`src/rtl/ccs_pkg.sv`:
```
`default_nettype none

package ccs_pkg;

    localparam int VOLT_W     = 16;
    localparam int CUR_W      = 15;
    localparam int KEY_W      = 2;
    localparam int PHASE_W    = 3;
    localparam int POST_W     = 5;
    localparam int TMO_W      = 7;
    localparam int CNT_W      = 20;
    localparam int TICK_W     = 22;
    localparam int ACC_W      = 37;
    localparam int CFG_IDX_W  = 3;
    localparam int CFG_DATA_W = 16;

    localparam logic [CNT_W-1:0]  CNT_MAX  = '1;
    localparam logic [TICK_W-1:0] TICK_MAX = '1;
    localparam logic [ACC_W-1:0]  ACC_MAX  = '1;

    localparam logic [KEY_W-1:0] KEY_CLICK = 2'd1;
    localparam logic [KEY_W-1:0] KEY_LONG  = 2'd2;

    localparam logic [CFG_IDX_W-1:0] CFG_IDX_VMAX    = 3'd0;
    localparam logic [CFG_IDX_W-1:0] CFG_IDX_VMIN    = 3'd1;
    localparam logic [CFG_IDX_W-1:0] CFG_IDX_IMAX    = 3'd2;
    localparam logic [CFG_IDX_W-1:0] CFG_IDX_IMIN    = 3'd3;
    localparam logic [CFG_IDX_W-1:0] CFG_IDX_POSTPONE = 3'd4;
    localparam logic [CFG_IDX_W-1:0] CFG_IDX_TIMEOUT = 3'd5;

    localparam logic [VOLT_W-1:0] RST_VMAX     = 16'd14500;
    localparam logic [VOLT_W-1:0] RST_VMIN     = 16'd13200;
    localparam logic [CUR_W-1:0]  RST_IMAX     = 15'd5000;
    localparam logic [CUR_W-1:0]  RST_IMIN     = 15'd500;
    localparam logic [POST_W-1:0] RST_POSTPONE = 5'd0;
    localparam logic [TMO_W-1:0]  RST_TIMEOUT  = 7'd24;

    typedef enum logic [PHASE_W-1:0] {
        PH_START = 3'd0,
        PH_DELAY = 3'd1,
        PH_CC    = 3'd2,
        PH_VMAX  = 3'd3,
        PH_VMIN  = 3'd4,
        PH_STOP  = 3'd5
    } t_phase;

    typedef struct packed {
        logic [VOLT_W-1:0] voltage_mv;
        logic [CUR_W-1:0]  current_ma;
        logic [KEY_W-1:0]  mode;
    } t_in_req;

    typedef struct packed {
        logic [PHASE_W-1:0] phase;
        logic [VOLT_W-1:0]  setpoint_mv;
        logic               power_enable;
        logic               trim_pulse;
        logic [TICK_W-1:0]  elapsed_ticks;
        logic [ACC_W-1:0]   charge_sum;
        logic               exit_pulse;
    } t_out_res;

    typedef struct packed {
        logic [VOLT_W-1:0] voltage_max_mv;
        logic [VOLT_W-1:0] voltage_min_mv;
        logic [CUR_W-1:0]  current_max_ma;
        logic [CUR_W-1:0]  current_min_ma;
        logic [POST_W-1:0] postpone_hours;
        logic [TMO_W-1:0]  timeout_hours;
    } t_cfg;

    typedef struct packed {
        t_phase            phase;
        logic [CNT_W-1:0]  countdown;
        logic [TICK_W-1:0] ticks;
        logic [ACC_W-1:0]  acc;
    } t_state;

endpackage

`default_nettype wire

```
`src/rtl/ccs_cfg_regs.sv`:
```
`default_nettype none

module ccs_cfg_regs (
    input  wire logic                             i_clk,
    input  wire logic                             i_rst_n,
    input  wire logic                             i_cfg_valid,
    input  wire logic [ccs_pkg::CFG_IDX_W-1:0]    i_cfg_index,
    input  wire logic [ccs_pkg::CFG_DATA_W-1:0]   i_cfg_data,
    output ccs_pkg::t_cfg                         o_cfg
);

    ccs_pkg::t_cfg r_cfg;

    always_ff @(posedge i_clk) begin
        if (!i_rst_n) begin
            r_cfg.voltage_max_mv <= ccs_pkg::RST_VMAX;
            r_cfg.voltage_min_mv <= ccs_pkg::RST_VMIN;
            r_cfg.current_max_ma <= ccs_pkg::RST_IMAX;
            r_cfg.current_min_ma <= ccs_pkg::RST_IMIN;
            r_cfg.postpone_hours <= ccs_pkg::RST_POSTPONE;
            r_cfg.timeout_hours  <= ccs_pkg::RST_TIMEOUT;
        end else if (i_cfg_valid) begin
            case (i_cfg_index)
                ccs_pkg::CFG_IDX_VMAX: begin
                    r_cfg.voltage_max_mv <= i_cfg_data[ccs_pkg::VOLT_W-1:0];
                end
                ccs_pkg::CFG_IDX_VMIN: begin
                    r_cfg.voltage_min_mv <= i_cfg_data[ccs_pkg::VOLT_W-1:0];
                end
                ccs_pkg::CFG_IDX_IMAX: begin
                    r_cfg.current_max_ma <= i_cfg_data[ccs_pkg::CUR_W-1:0];
                end
                ccs_pkg::CFG_IDX_IMIN: begin
                    r_cfg.current_min_ma <= i_cfg_data[ccs_pkg::CUR_W-1:0];
                end
                ccs_pkg::CFG_IDX_POSTPONE: begin
                    r_cfg.postpone_hours <= i_cfg_data[ccs_pkg::POST_W-1:0];
                end
                ccs_pkg::CFG_IDX_TIMEOUT: begin
                    r_cfg.timeout_hours <= i_cfg_data[ccs_pkg::TMO_W-1:0];
                end
                default: begin
                end
            endcase
        end
    end

    assign o_cfg = r_cfg;

endmodule

`default_nettype wire

```
`src/rtl/ccs_step.sv`:
```
`default_nettype none

module ccs_step #(
    parameter int TICKS_PER_HOUR = 36000
) (
    input  wire ccs_pkg::t_cfg    i_cfg,
    input  wire ccs_pkg::t_state  i_state,
    input  wire ccs_pkg::t_in_req i_req,
    output ccs_pkg::t_state   o_next_state,
    output ccs_pkg::t_out_res o_res
);

    localparam int TPH_W  = $clog2(TICKS_PER_HOUR + 1);
    localparam int PP_W   = ccs_pkg::POST_W + TPH_W;
    localparam int TO_W   = ccs_pkg::TMO_W + TPH_W;
    localparam int PCMP_W = (PP_W > ccs_pkg::CNT_W) ? PP_W : ccs_pkg::CNT_W;
    localparam int TCMP_W = (TO_W > ccs_pkg::TICK_W) ? TO_W : ccs_pkg::TICK_W;

    logic [PP_W-1:0]              post_ticks;
    logic [TO_W-1:0]              tmo_ticks;
    logic [ccs_pkg::CNT_W-1:0]    post_sat;
    logic [ccs_pkg::TICK_W-1:0]   tick_inc;
    logic [ccs_pkg::ACC_W:0]      acc_sum;
    logic [ccs_pkg::ACC_W-1:0]    acc_inc;
    logic                         click;
    logic                         longp;
    logic                         over;
    logic                         timed_out;
    logic                         trim;
    logic                         exitp;
    ccs_pkg::t_state              nxt;

    assign post_ticks = PP_W'(i_cfg.postpone_hours) * PP_W'(TICKS_PER_HOUR);
    assign tmo_ticks  = TO_W'(i_cfg.timeout_hours) * TO_W'(TICKS_PER_HOUR);
    assign post_sat   = (PCMP_W'(post_ticks) > PCMP_W'(ccs_pkg::CNT_MAX))
                      ? ccs_pkg::CNT_MAX : ccs_pkg::CNT_W'(post_ticks);

    assign tick_inc = (i_state.ticks == ccs_pkg::TICK_MAX)
                    ? i_state.ticks : i_state.ticks + 1'b1;
    assign acc_sum  = {1'b0, i_state.acc} + (ccs_pkg::ACC_W + 1)'(i_req.current_ma);
    assign acc_inc  = acc_sum[ccs_pkg::ACC_W] ? ccs_pkg::ACC_MAX
                                              : acc_sum[ccs_pkg::ACC_W-1:0];

    assign click     = (i_req.mode == ccs_pkg::KEY_CLICK);
    assign longp     = (i_req.mode == ccs_pkg::KEY_LONG);
    assign over      = (i_req.current_ma > i_cfg.current_max_ma);
    assign timed_out = (TCMP_W'(tick_inc) >= TCMP_W'(tmo_ticks));

    always_comb begin
        nxt   = i_state;
        trim  = 1'b0;
        exitp = 1'b0;
        case (i_state.phase)
            ccs_pkg::PH_START: begin
                if (click) begin
                    nxt.phase     = ccs_pkg::PH_DELAY;
                    nxt.countdown = post_sat;
                end
            end
            ccs_pkg::PH_DELAY: begin
                if (longp) begin
                    nxt.phase = ccs_pkg::PH_STOP;
                end else if (i_state.countdown == '0 || click) begin
                    nxt.phase = ccs_pkg::PH_CC;
                    nxt.ticks = '0;
                    nxt.acc   = '0;
                end else begin
                    nxt.countdown = i_state.countdown - 1'b1;
                end
            end
            ccs_pkg::PH_CC: begin
                nxt.ticks = tick_inc;
                nxt.acc   = acc_inc;
                if (click) begin
                    nxt.phase = ccs_pkg::PH_STOP;
                end else if (i_req.voltage_mv >= i_cfg.voltage_max_mv) begin
                    nxt.phase = ccs_pkg::PH_VMAX;
                end else begin
                    trim = over;
                end
            end
            ccs_pkg::PH_VMAX: begin
                nxt.ticks = tick_inc;
                nxt.acc   = acc_inc;
                if (click) begin
                    nxt.phase = ccs_pkg::PH_STOP;
                end else if (i_req.current_ma <= i_cfg.current_min_ma) begin
                    nxt.phase = ccs_pkg::PH_VMIN;
                end else begin
                    trim = over;
                end
            end
            ccs_pkg::PH_VMIN: begin
                nxt.ticks = tick_inc;
                nxt.acc   = acc_inc;
                if (click || timed_out) begin
                    nxt.phase = ccs_pkg::PH_STOP;
                end else begin
                    trim = over;
                end
            end
            ccs_pkg::PH_STOP: begin
                if (click) begin
                    exitp     = 1'b1;
                    nxt.phase = ccs_pkg::PH_START;
                end
            end
            default: begin
                nxt.phase = ccs_pkg::PH_START;
            end
        endcase
    end

    always_comb begin
        o_res.phase         = nxt.phase;
        o_res.setpoint_mv   = '0;
        o_res.power_enable  = 1'b0;
        o_res.trim_pulse    = trim;
        o_res.elapsed_ticks = nxt.ticks;
        o_res.charge_sum    = nxt.acc;
        o_res.exit_pulse    = exitp;
        case (nxt.phase)
            ccs_pkg::PH_CC, ccs_pkg::PH_VMAX: begin
                o_res.setpoint_mv  = i_cfg.voltage_max_mv;
                o_res.power_enable = 1'b1;
            end
            ccs_pkg::PH_VMIN: begin
                o_res.setpoint_mv  = i_cfg.voltage_min_mv;
                o_res.power_enable = 1'b1;
            end
            default: begin
            end
        endcase
    end

    assign o_next_state = nxt;

endmodule

`default_nettype wire

```
`src/rtl/cccv_charge_sequencer.sv`:
```
// Path: an accepted request is held in the input register, and its result is written to
// the result register once that register is empty or the output is not stalled.
// Throughput: one request per cycle while the output is not stalled; the input and
// result registers let a new request in while a finished result waits under stall.
// Reset: synchronous, active low; clears phase, countdown, counters, valid flags
// and loads the register defaults.
`default_nettype none

module cccv_charge_sequencer #(
    parameter int TICKS_PER_HOUR = 36000
) (
    input  wire logic                            i_clk,
    input  wire logic                            i_rst_n,
    input  wire logic                            i_in_valid,
    output logic                                 o_in_stall,
    input  wire ccs_pkg::t_in_req                i_in_data,
    output logic                                 o_out_valid,
    input  wire logic                            i_out_stall,
    output ccs_pkg::t_out_res                    o_out_data,
    input  wire logic                            i_cfg_valid,
    output logic                                 o_cfg_ready,
    input  wire logic [ccs_pkg::CFG_IDX_W-1:0]   i_cfg_index,
    input  wire logic [ccs_pkg::CFG_DATA_W-1:0]  i_cfg_data
);

    ccs_pkg::t_cfg     cfg;
    ccs_pkg::t_state   r_state;
    ccs_pkg::t_state   n_state;
    ccs_pkg::t_in_req  r_in;
    ccs_pkg::t_out_res r_out;
    ccs_pkg::t_out_res n_out;
    logic              r_in_valid;
    logic              r_out_valid;
    logic              advance;

    assign o_cfg_ready = 1'b1;

    ccs_cfg_regs u_cfg (
        .i_clk       (i_clk),
        .i_rst_n     (i_rst_n),
        .i_cfg_valid (i_cfg_valid),
        .i_cfg_index (i_cfg_index),
        .i_cfg_data  (i_cfg_data),
        .o_cfg       (cfg)
    );

    ccs_step #(
        .TICKS_PER_HOUR (TICKS_PER_HOUR)
    ) u_step (
        .i_cfg        (cfg),
        .i_state      (r_state),
        .i_req        (r_in),
        .o_next_state (n_state),
        .o_res        (n_out)
    );

    assign advance    = r_in_valid && (!r_out_valid || !i_out_stall);
    assign o_in_stall = r_in_valid && !advance;

    always_ff @(posedge i_clk) begin
        if (!i_rst_n) begin
            r_in_valid      <= 1'b0;
            r_out_valid     <= 1'b0;
            r_state.phase     <= ccs_pkg::PH_START;
            r_state.countdown <= '0;
            r_state.ticks     <= '0;
            r_state.acc       <= '0;
        end else begin
            if (i_in_valid && !o_in_stall) begin
                r_in_valid <= 1'b1;
            end else if (advance) begin
                r_in_valid <= 1'b0;
            end
            if (advance) begin
                r_out_valid <= 1'b1;
                r_state     <= n_state;
            end else if (!i_out_stall) begin
                r_out_valid <= 1'b0;
            end
        end
    end

    always_ff @(posedge i_clk) begin
        if (i_in_valid && !o_in_stall) begin
            r_in <= i_in_data;
        end
        if (advance) begin
            r_out <= n_out;
        end
    end

    assign o_out_valid = r_out_valid;
    assign o_out_data  = r_out;

endmodule

`default_nettype wire

```
`config.mk`:
```
export PLATFORM = sky130hd
export DESIGN_NAME = cccv_charge_sequencer
export DESIGN_NICKNAME = d
export VERILOG_FILES = /design/src/rtl/ccs_pkg.sv /design/src/rtl/ccs_cfg_regs.sv /design/src/rtl/ccs_step.sv /design/src/rtl/cccv_charge_sequencer.sv
export SDC_FILE = /design/constraint.sdc
export NUM_CORES = 1
export LEC_CHECK = 0
export ABC_AREA = 1
export BUFFER_PORTS_ARGS = -buffer_cell sky130_fd_sc_hd__buf_2
export CELL_PAD_IN_SITES_DETAIL_PLACEMENT = 0
export CELL_PAD_IN_SITES_GLOBAL_PLACEMENT = 1
export CORE_UTILIZATION = 35
export DETAILED_ROUTE_END_ITERATION = 10
export HOLD_SLACK_MARGIN = 0.15
export PLACE_DENSITY = 0.69
export SLEW_MARGIN = 10
export SYNTH_ARGS = -nofsm -noshare
export SYNTH_HDL_FRONTEND = slang
export SYNTH_SLANG_ARGS = --single-unit
```
`constraint.sdc`:
```
create_clock -name i_clk -period 4.4 [get_ports i_clk]
set_input_delay 0.88 -clock i_clk [delete_from_list [all_inputs] [get_ports i_clk]]
set_output_delay 0.88 -clock i_clk [all_outputs]
set_load 0.005 [all_outputs]
```
Word level (Yosys, flattened, before mapping):

Index checks and enable logic that the tools add are counted.

* add/subtract/negate cells: 3
* $mul: 2
* $lt $le $gt $ge: 5
* equal/unequal tests: 20
* muxes and demuxes: 30
* reductions and logical operators: 24

Operators with widths (number)
* 59-bit one-hot mux with 2 select lines: 1
* 79-bit 2-to-1 mux: 1
* 59-bit 2-to-1 mux: 1
* 20-bit 2-to-1 mux: 2
* 20-bit one-hot mux with 2 select lines: 1
* 37-bit by 15-bit adder with 38-bit output: 1
* 37-bit 2-to-1 mux: 1
* 17-bit one-hot mux with 2 select lines: 1
* 3-bit 2-to-1 mux: 8
* 22-bit by 23-bit greater-or-equal comparator with 1-bit output: 1
* 23-bit 2-to-1 mux: 1
* 22-bit by 1-bit adder with 22-bit output (second input constant): 1
* 22-bit == test (second input constant): 1
* 22-bit 2-to-1 mux: 1
* 21-bit by 20-bit greater-than comparator with 1-bit output (second input constant): 1
* 20-bit zero test: 1
* 20-bit by 1-bit subtractor with 20-bit output (second input constant): 1
* 3-bit by 2-bit == test with 1-bit output (second input constant): 6
* 7-bit by 11-bit multiplier with 18-bit output (second input constant): 1
* 3-bit one-hot mux with 6 select lines: 1
* 16-bit greater-or-equal comparator: 1
* 5-bit by 11-bit multiplier with 16-bit output (second input constant): 1
* 3-bit == test (second input constant): 5
* 15-bit greater-than comparator: 1
* 17 further kinds: 43

* bits in registers: 272
* output and inout port bits: 84

Logic depth before layout (Yosys ltp):

Gate-level depths: netlist of the first run.

* word-level depth: 9
* depth in mapped cells: 28
* gate-level depth less buffers: 28

By module:

A second synthesis of the first run with hierarchy kept.

* cells, all modules: 2494
* area total of the unflattened synthesis: 18311.3 µm²

By module, submodules not included
* ccs_step: instances 1, cells each 1421, area an instance 8166.6 µm², seq. area each 0.0 µm²
* cccv_charge_sequencer: instances 1, cells each 666, area an instance 7238.2 µm², seq. area each 5104.9 µm²
* ccs_cfg_regs: instances 1, cells each 407, area an instance 2906.5 µm², seq. area each 1481.4 µm²

Least setup slack after synthesis of the first run:

No wires, ideal clock.

* path kind: register -> register
* start point: register u_cfg.r_cfg, in the netlist u_cfg.o_cfg[4]
* end point: register r_out, in the netlist o_out_data[63] (data pin)
* library setup time: 0.254 ns
* arrival time: 4.292 ns
* setup slack: -0.146 ns
* cell stages (with the launch flop): 27
* path buffers: 1
* clock period less this slack: 4.546 ns
* cell sequence: dfxtp_1 -> ha_1 -> ha_1 -> ha_1 -> inv_1 -> fa_1 -> inv_1 -> ha_1 -> nand4_1 -> o21ai_0 -> a21oi_1 -> o21bai_1 -> nand2_1 -> nand2_1 -> nand2_1 -> a21oi_1 -> xnor2_1 -> ha_1 -> and3_1 -> nand3_1 -> nor2_1 -> nand3_2 -> nand4_2 -> nand2_4 -> buf_6 -> nand4_1 -> nand2_1

RTL lines
* start: declaration: line ccs_cfg_regs.sv:12 `ccs_pkg::t_cfg r_cfg;`
* end signal: assignment: line cccv_charge_sequencer.sv:88 `r_out <= n_out;`
* end: declaration: line cccv_charge_sequencer.sv:30 `ccs_pkg::t_out_res r_out;`

==> results of run 1 <==
## critical path, stage by stage, from the launching register on
cell and delay (ns):
dfxtp_4 0.37, ha_4 0.24, fa_2 0.34, fa_1 0.55, ha_4 0.22, ha_4 0.29, nand2_4 0.04, inv_2 0.05
nand4_1 0.09, nand3_2 0.11, nand2_2 0.08, o21bai_4 0.14, a31oi_2 0.10, xor2_1 0.15, ha_1 0.32, a21oi_2 0.13
nor2_1 0.05, o211ai_1 0.16, nand2_1 0.09, inv_2 0.08, nand4_4 0.26, nand2_4 0.21, buf_6 0.11, nand2_2 0.03
## synthesized netlist by cell type (2+ instances only)
| cell type | n |
|---|---|
| nand2_1 | 386 |
| nor2_1 | 166 |
| a21o_1 | 2 |
| xnor2_1 | 12 |
| nor2_4 | 3 |
| dfxtp_1 | 158 |
| inv_2 | 14 |
| a21oi_1 | 188 |
| fa_1 | 10 |
| and3_1 | 2 |
| nand3_1 | 99 |
| nand3b_1 | 2 |
| a211oi_1 | 2 |
| xor2_1 | 36 |
| a31oi_1 | 14 |
| or2_2 | 3 |
| o21ai_2 | 9 |
| nand4_1 | 39 |
| nor2_2 | 6 |
| buf_4 | 4 |
| inv_1 | 288 |
| nand2_2 | 7 |
| o21ai_0 | 164 |
| edfxtp_1 | 114 |
| buf_2 | 10 |
| nor4_1 | 8 |
| ha_1 | 143 |
| o2111ai_1 | 3 |
| o22ai_1 | 5 |
| buf_6 | 5 |
| clkbuf_1 | 46 |
| o21ai_1 | 69 |
| nor3_2 | 4 |
| nand3_2 | 6 |
| nor3_1 | 27 |
| o21bai_1 | 6 |
| nand2_4 | 2 |
| o211ai_1 | 16 |
## metal layers
metal / up-vias / part of all wire [%] / global-route usage [%] / wire length (µm)
met5: - / 0 / 0 / 0
met4: 0 / 2.2 / 5.76 / 1020
met3: 61 / 4.4 / 2.53 / 2070
met2: 342 / 47 / 33.9 / 22000
met1: 6740 / 47 / 26.8 / 22100
li1: 7344 / - / - / -
## report_power, final
group	total (mW)	internal, mW	switching [mW]
Sequential	2.91	2.80	0.109
Combinational	1.30	0.459	0.840
Clock	2.88	1.74	1.14
## cell families (layout without fill, tap and decap cells)
group           count (synthesis)  in the layout  synth area share, %
compound gates                485            485                 15.9
xor+xnor                       48             48                 2.57
fa+ha+maj                     153            153                 12.1
buf+inv                       368            543                 8.83
flops                         272            272                 40.2
other cells                     1              1               0.0229
simple gates                  764            767                 20.3
## cell type report
type | instances | area [µm²] | area share [%]
clock buffers | 47 | 930 | 4.81
clock inverters | 15 | 221 | 1.14
inverters | 303 | 1140 | 5.89
multi-input cells | 1454 | 8690 | 44.9
flip-flops and latches | 272 | 6600 | 34.1
well taps | 600 | 751 | 3.88
repair buffers | 178 | 1020 | 5.25
## how the worst min path moves through the flow
| stage | from | end | slack, ns | depth (start not counted) |
|---|---|---|---|---|
| after floorplan | u_cfg.o_cfg[46] | u_cfg.o_cfg[46] | 0.43 | 2 |
| after global placement | u_cfg.o_cfg[55] | u_cfg.o_cfg[55] | 0.45 | 2 |
| after detailed placement | u_cfg.o_cfg[54] | u_cfg.o_cfg[54] | 0.45 | 2 |
| after CTS | u_cfg.o_cfg[29] | u_cfg.o_cfg[29] | 0.46 | 2 |
| after global routing | i_in_data[21] | r_in[21] | 0.48 | 1 |
| final | u_cfg.o_cfg[25] | u_cfg.o_cfg[25] | 0.46 | 2 |
## state kept, by name, indices dropped and copies added (netlist names)
register	count
r_in_valid	1
o_out_valid	1
u_cfg.o_cfg	74
r_in	33
r_state	82
o_out_data	81
## stage by stage
stage | setup TNS (ns) | cell area (µm²) | utilization (%)
6_report | -0.534 | 19300 | 42.3
5_1_grt | -4.64 | 19300 | 42.3
4_1_cts | -2.35 | 19300 | 42.1
3_5_place_dp | -4.61 | 17700 | 38.8
3_3_place_gp | -4.27 | 17700 | 38.8
2_1_floorplan | 0 | 16400 | -
## repair_timing
action                     CTS  global route
gates resized for setup     43            17
setup endpoints to repair   20            20
setup buffers               11             1
pin swaps                   49            39
gates cloned                 3             0
==> results.py, run 1 <==
metrics = {
    "run_status": {
        "status": "complete, but fails checks",
        "violations": "setup timing",
    },
    "routing": {
        "vias_per_cell": 5.05,
        "first_iter_violations": 816,
        "avgRoutedWirePerCell_um": 16.4,
        "first_pass_iters": 6,
        "ant_nets": 0,
        "num_vias": 14500,
        "drc": 0,
        "drt-total-wl_mm": 47.2,
    },
    "layout": {
        "mostFrequentLayoutCell": "nand2_1",
        "fin_nets": 2453,
        "fill_cells": 4684,
        "final_cell_mix": "379 x nand2_1, 283 x inv_1, 183 x a21oi_1, 163 x nor2_1, 162 x o21ai_0",
        "area_growth_pct": 18.1,
        "antennaDiodeCount": 0,
        "layout-drive-gt1-share_pct": 15.1,
        "layoutNonFillerInstCount": 2869,
    },
    "worst_setup_path": {
        "required_ns": 4.69,
        "arrival_ns": 4.78,
        "worstPathMaxFanout": 5,
        "rr_startpoint": "u_cfg.o_cfg[2]",
        "cp-endpoint": "o_out_data[78]",
        "critPathLaunch": "u_cfg.o_cfg[2]",
        "endpoint_kind": "register",
        "worst_setup_path_start_kind": "register",
        "rr_worst_depth": 23,
        "r2r_slack_ns": -0.09,
        "crit_type": "register to register",
        "reg2reg_to": "o_out_data[78]",
    },
    "yosys": {
        "ys_async_sr_fraction_pct": 0,
        "synth-seq-cells": 272,
        "syn-instance-count": 2091,
        "syn_area_um2": 16400,
        "syn_avg_cell_area_um2": 7.83,
        "ys.flop_type": "dfxtp_1",
        "ys_warn_count": 0,
        "synth_fp_nets": 2301,
        "synth-edff-count": 114,
        "yosysTopAreaCell": "edfxtp_1",
        "synth_area_leaders": "edfxtp_1 21%, dfxtp_1 19%, ha_1 11%",
        "yosysTopAreaCellShare_pct": 20.9,
        "ys_seq_area_share_pct": 40.2,
        "yosysUniqueCellTypes": 51,
    },
    "clock_network": {
        "hold_buffers": 0,
        "cts_tree": "built",
        "htreeDepth": 2,
        "clk_pin_slew_ns": 0.06,
        "cts_sinks": 272,
        "cts_buffers": 34,
        "root_buffer": "clkbuf_16",
        "clk_latency_ns": 0.55,
        "cts_buffer_depth": 3,
    },
    "pwr": {
        "p_leak_nw": 8.89,
        "powerDensity_nw_per_um2": 367,
        "peakVddDrop_mv": 0.288,
        "power_mw": 7.10,
    },
    "timing": {
        "max-slew-margin-rel_pct": 35.0,
        "hold_viol": 0,
        "fmax_mhz": 223,
        "hold_slack_ns": 0.457,
        "setup_slack_ns": -0.0897,
        "finalCritPeriodShare_pct": 102,
        "slew_violations": 0,
        "grt_setup_unrepaired": "true",
        "period_needed_ns": 4.49,
        "fin_skew_ns": 0.0145,
        "setup_viol": 19,
        "worstMarginPinSlew_ns": 0.971,
    },
    "die": {
        "start_util_pct": 35.8,
        "die_w_um": 218,
        "pin_count": 141,
        "coreArea_um2": 45800,
        "dieArea_um2": 47700,
        "rows": 78,
        "fp.dieH_um": 218,
    },
    "global_routing": {
        "grt_overflow": 0,
        "grt_max_degree": 89,
        "antenna_found_initial": 0,
        "grt_pass1_wl_mm": 75.3,
        "grt.total_usage_pct": 20.1,
        "grt_pass1_vias": 14100,
    },
    "placement": {
        "place_inst": 2793,
        "numPortBuffers": 139,
        "pre_cts_ws_ns": -0.267,
        "place_congestion": 0.884,
        "dp_hpwl_mm": 34.3,
    },
    "job": {
        "drv_cap": 0,
    },
    "hold_path": {
        "holdCritPathClass": "register to register",
    },
}
(Power assumes the default switching activity.)
==> run 2, diff against run 1 <==
--- a/config.mk
+++ b/config.mk
@@ -5,14 +5,13 @@
 export SDC_FILE = /design/constraint.sdc
 export NUM_CORES = 1
 export LEC_CHECK = 0
-export ABC_AREA = 1
 export BUFFER_PORTS_ARGS = -buffer_cell sky130_fd_sc_hd__buf_2
 export CELL_PAD_IN_SITES_DETAIL_PLACEMENT = 0
 export CELL_PAD_IN_SITES_GLOBAL_PLACEMENT = 1
 export CORE_UTILIZATION = 35
 export DETAILED_ROUTE_END_ITERATION = 10
 export HOLD_SLACK_MARGIN = 0.15
-export PLACE_DENSITY = 0.69
+export PLACE_DENSITY = 0.67
 export SLEW_MARGIN = 10
 export SYNTH_ARGS = -nofsm -noshare
 export SYNTH_HDL_FRONTEND = slang
==> run 2 against run 1 <==
  * The run still ends with setup timing left
  * Fmax is 9.8% lower
  * Worst setup slack worse by 0.49 ns
  * Area after synthesis is 1.7% lower
  * Global-route usage is 1.2 points higher
  * Count of clock-buffer cells in the layout is 5 lower
  * Cell count is 8.4% lower
  * Final area hardly changed
  * Clock skew is 0.013 ns higher
  * Routed wire length is 6.5% higher
  * Critical endpoint is now o_out_data[67]
  * Largest cell class unchanged
==> results.py, run 2 <==
metrics = {
    "layout": {
        "finalCoreUtilization_pct": 42.6,
        "area_growth_pct": 20.2,
        "layout-drive-gt1-share_pct": 18.1,
        "layoutNonFillerInstCount": 2628,
        "final_cell_mix": "244 x nand2_1, 154 x a21oi_1, 154 x dfxtp_1, 139 x ha_1, 139 x buf_2",
        "mostFrequentLayoutCell": "nand2_1",
        "largest_reg_flops": 82,
        "fin_nets": 2211,
        "top_register": "r_state",
        "fill_cells": 4464,
    },
    "yosys": {
        "ys_seq_area_share_pct": 40.9,
        "syn-instance-count": 1807,
        "synth_fp_nets": 2017,
        "yosysTopAreaCellShare_pct": 21.3,
        "ys_warn_count": 0,
        "yosysTopAreaCell": "edfxtp_1",
        "yosys-top-cells-count": "245 x nand2_1, 158 x dfxtp_1, 156 x a21oi_1",
        "synth-seq-cells": 272,
        "ys_async_sr_fraction_pct": 0,
        "ys.flop_type": "dfxtp_1",
        "yosysMostFrequentCell": "nand2_1",
        "syn_avg_cell_area_um2": 8.91,
        "synth-edff-count": 114,
        "syn_area_um2": 16100,
        "synth_area_leaders": "edfxtp_1 21%, dfxtp_1 20%, ha_1 11%",
        "yosysUniqueCellTypes": 79,
    },
    "global_routing": {
        "grt_overflow": 0,
        "antenna_found_initial": 0,
        "grt_pass1_wl_mm": 77.7,
        "grt_max_degree": 83,
        "grt_pass1_vias": 13600,
        "grt.total_usage_pct": 21.3,
    },
    "pwr": {
        "switching_share_pct": 28.1,
        "peakVddDrop_mv": 0.230,
        "p_leak_nw": 7.91,
        "powerDensity_nw_per_um2": 339,
        "seqPwrFrac_pct": 42.8,
        "clock_power_share_pct": 43.5,
        "switchingPower_mw": 1.85,
        "internal_power_mw": 4.71,
        "p_comb_share_pct": 13.8,
    },
    "die": {
        "fp.dieH_um": 216,
        "pin_count": 141,
        "start_util_pct": 35.5,
        "coreArea_um2": 45400,
        "die_w_um": 216,
        "rows": 78,
        "dieArea_um2": 46900,
    },
    "timing": {
        "worstMarginPinSlew_ns": 1.06,
        "setup_slack_ns": -0.577,
        "finalCritPeriodShare_pct": 113,
        "setup_viol": 20,
        "fmax_mhz": 201,
        "period_needed_ns": 4.98,
        "max-slew-margin-rel_pct": 29.4,
        "slew_violations": 0,
        "fin_skew_ns": 0.0271,
        "hold_viol": 0,
        "grt_setup_unrepaired": "true",
    },
    "run_status": {
        "violations": "setup timing",
        "status": "complete, but fails checks",
    },
    "placement": {
        "place_congestion": 0.869,
        "pre_cts_ws_ns": -0.745,
        "numPortBuffers": 139,
        "place_inst": 2558,
        "dp_hpwl_mm": 36.5,
    },
    "worst_setup_path": {
        "worstPathMaxFanout": 4,
        "rr_worst_depth": 23,
        "arrival_ns": 5.29,
        "crit_type": "register to register",
        "required_ns": 4.71,
        "endpoint_kind": "register",
        "worst_setup_path_start_kind": "register",
    },
    "clock_network": {
        "root_buffer": "clkbuf_16",
        "htreeDepth": 2,
        "clk_pin_slew_ns": 0.06,
        "cts_tree": "built",
        "clk_latency_ns": 0.56,
        "cts_buffers": 34,
        "cts_sinks": 272,
        "cts_buffer_depth": 3,
    },
    "hold_path": {
        "hold_depth": 2,
        "holdCritPathClass": "register to register",
    },
    "routing": {
        "num_vias": 14200,
        "first_iter_violations": 925,
        "drc": 0,
        "drt-total-wl_mm": 50.2,
        "first_pass_iters": 8,
        "ant_nets": 0,
        "vias_per_cell": 5.41,
        "avgRoutedWirePerCell_um": 19.1,
    },
    "job": {
        "drv_cap": 0,
    },
}
==> run 2: cell type report <==
type	instances	area (µm²)	area share (%)
clock inverters	20	219	1.13
repair buffers	248	1540	7.97
diodes	1	2.50	0.0129
flip-flops and latches	272	6600	34.1
multi-input cells	1338	8920	46.1
well taps	600	751	3.88
clock buffers	42	921	4.76
inverters	107	404	2.09
==> run 2: kinds of logic after synthesis <==
group,after synthesis,share of synthesized area (%)
flip-flops,272,40.9
XOR/XNOR,58,3.15
adder cells (fa/ha/maj),153,12.4
AO/OA/AOI/OAI,525,20.6
multiplexers,14,0.909
buffers and inverters,199,4.89
other,1,0.0233
AND/OR/NAND/NOR,585,17.1
==> run 2: final timing paths <==
| path | from | to | slack (ns) |
|---|---|---|---|
| min reg2reg | u_cfg.o_cfg[52] | u_cfg.o_cfg[52] | 0.45 |
| max reg2reg | u_cfg.o_cfg[4] | o_out_data[67] | -0.58 |
| min | u_cfg.o_cfg[52] | u_cfg.o_cfg[52] | 0.45 |
| max | u_cfg.o_cfg[4] | o_out_data[67] | -0.58 |
==> run 2: power by group through the flow <==
| stage | clock network, mW | logic (mW) | registers, mW |
|---|---|---|---|
| finish | 2.85 | 0.903 | 2.80 |
| CTS | 2.92 | 0.904 | 2.81 |
| global placement | 0 | 0.869 | 2.86 |
| detailed placement | 0 | 0.882 | 2.86 |
| floorplan | 0 | 0.553 | 2.84 |
| global route | 3.03 | 0.999 | 2.81 |
==> run 2: per-stage QoR <==
stage | hold WS (ns) | instance area (µm²) | TNS [ns] | power [mW]
after floorplan | 0.436 | 16200 | -6.00 | 3.39
after global placement | 0.442 | 18100 | -12.38 | 3.73
after detailed placement | 0.446 | 18100 | -13.07 | 3.74
after CTS | 0.454 | 19300 | -12.05 | 6.63
after global routing | 0.466 | 19400 | -15.23 | 6.84
final | 0.454 | 19400 | -10.40 | 6.56
==> run 2: critical path, stage by stage, from the launching register on <==
cell	delay (ns)
dfxtp_4	0.36
ha_4	0.27
ha_4	0.20
ha_4	0.26
inv_2	0.03
fa_1	0.48
inv_2	0.05
ha_4	0.26
and4b_1	0.20
o21ai_2	0.08
a21oi_2	0.19
o21ai_1	0.10
nor2b_4	0.14
nor4b_2	0.21
a211oi_1	0.08
ha_1	0.33
nand3_2	0.08
or4_4	0.43
nor4_4	0.16
a221oi_2	0.13
a21oi_4	0.27
buf_12	0.15
nor3_2	0.07
a22o_1	0.24
==> run 2: timing repair <==
action                     in CTS  in global routing
setup endpoints to repair      20                 20
gates resized for setup        11                  4
pin swaps                      13                  8
setup buffers                   5                  0
gates cloned                    2                  0
hold buffers                    0                  0
==> run 2: routing by layer <==
| metal | global-route usage, % | part of all wire [%] |
|---|---|---|
| met1 | 28.4 | 45 |
| met2 | 35.0 | 47 |
| met3 | 3.56 | 5.0 |
| met4 | 7.00 | 2.8 |
| met5 | 0 | 0 |
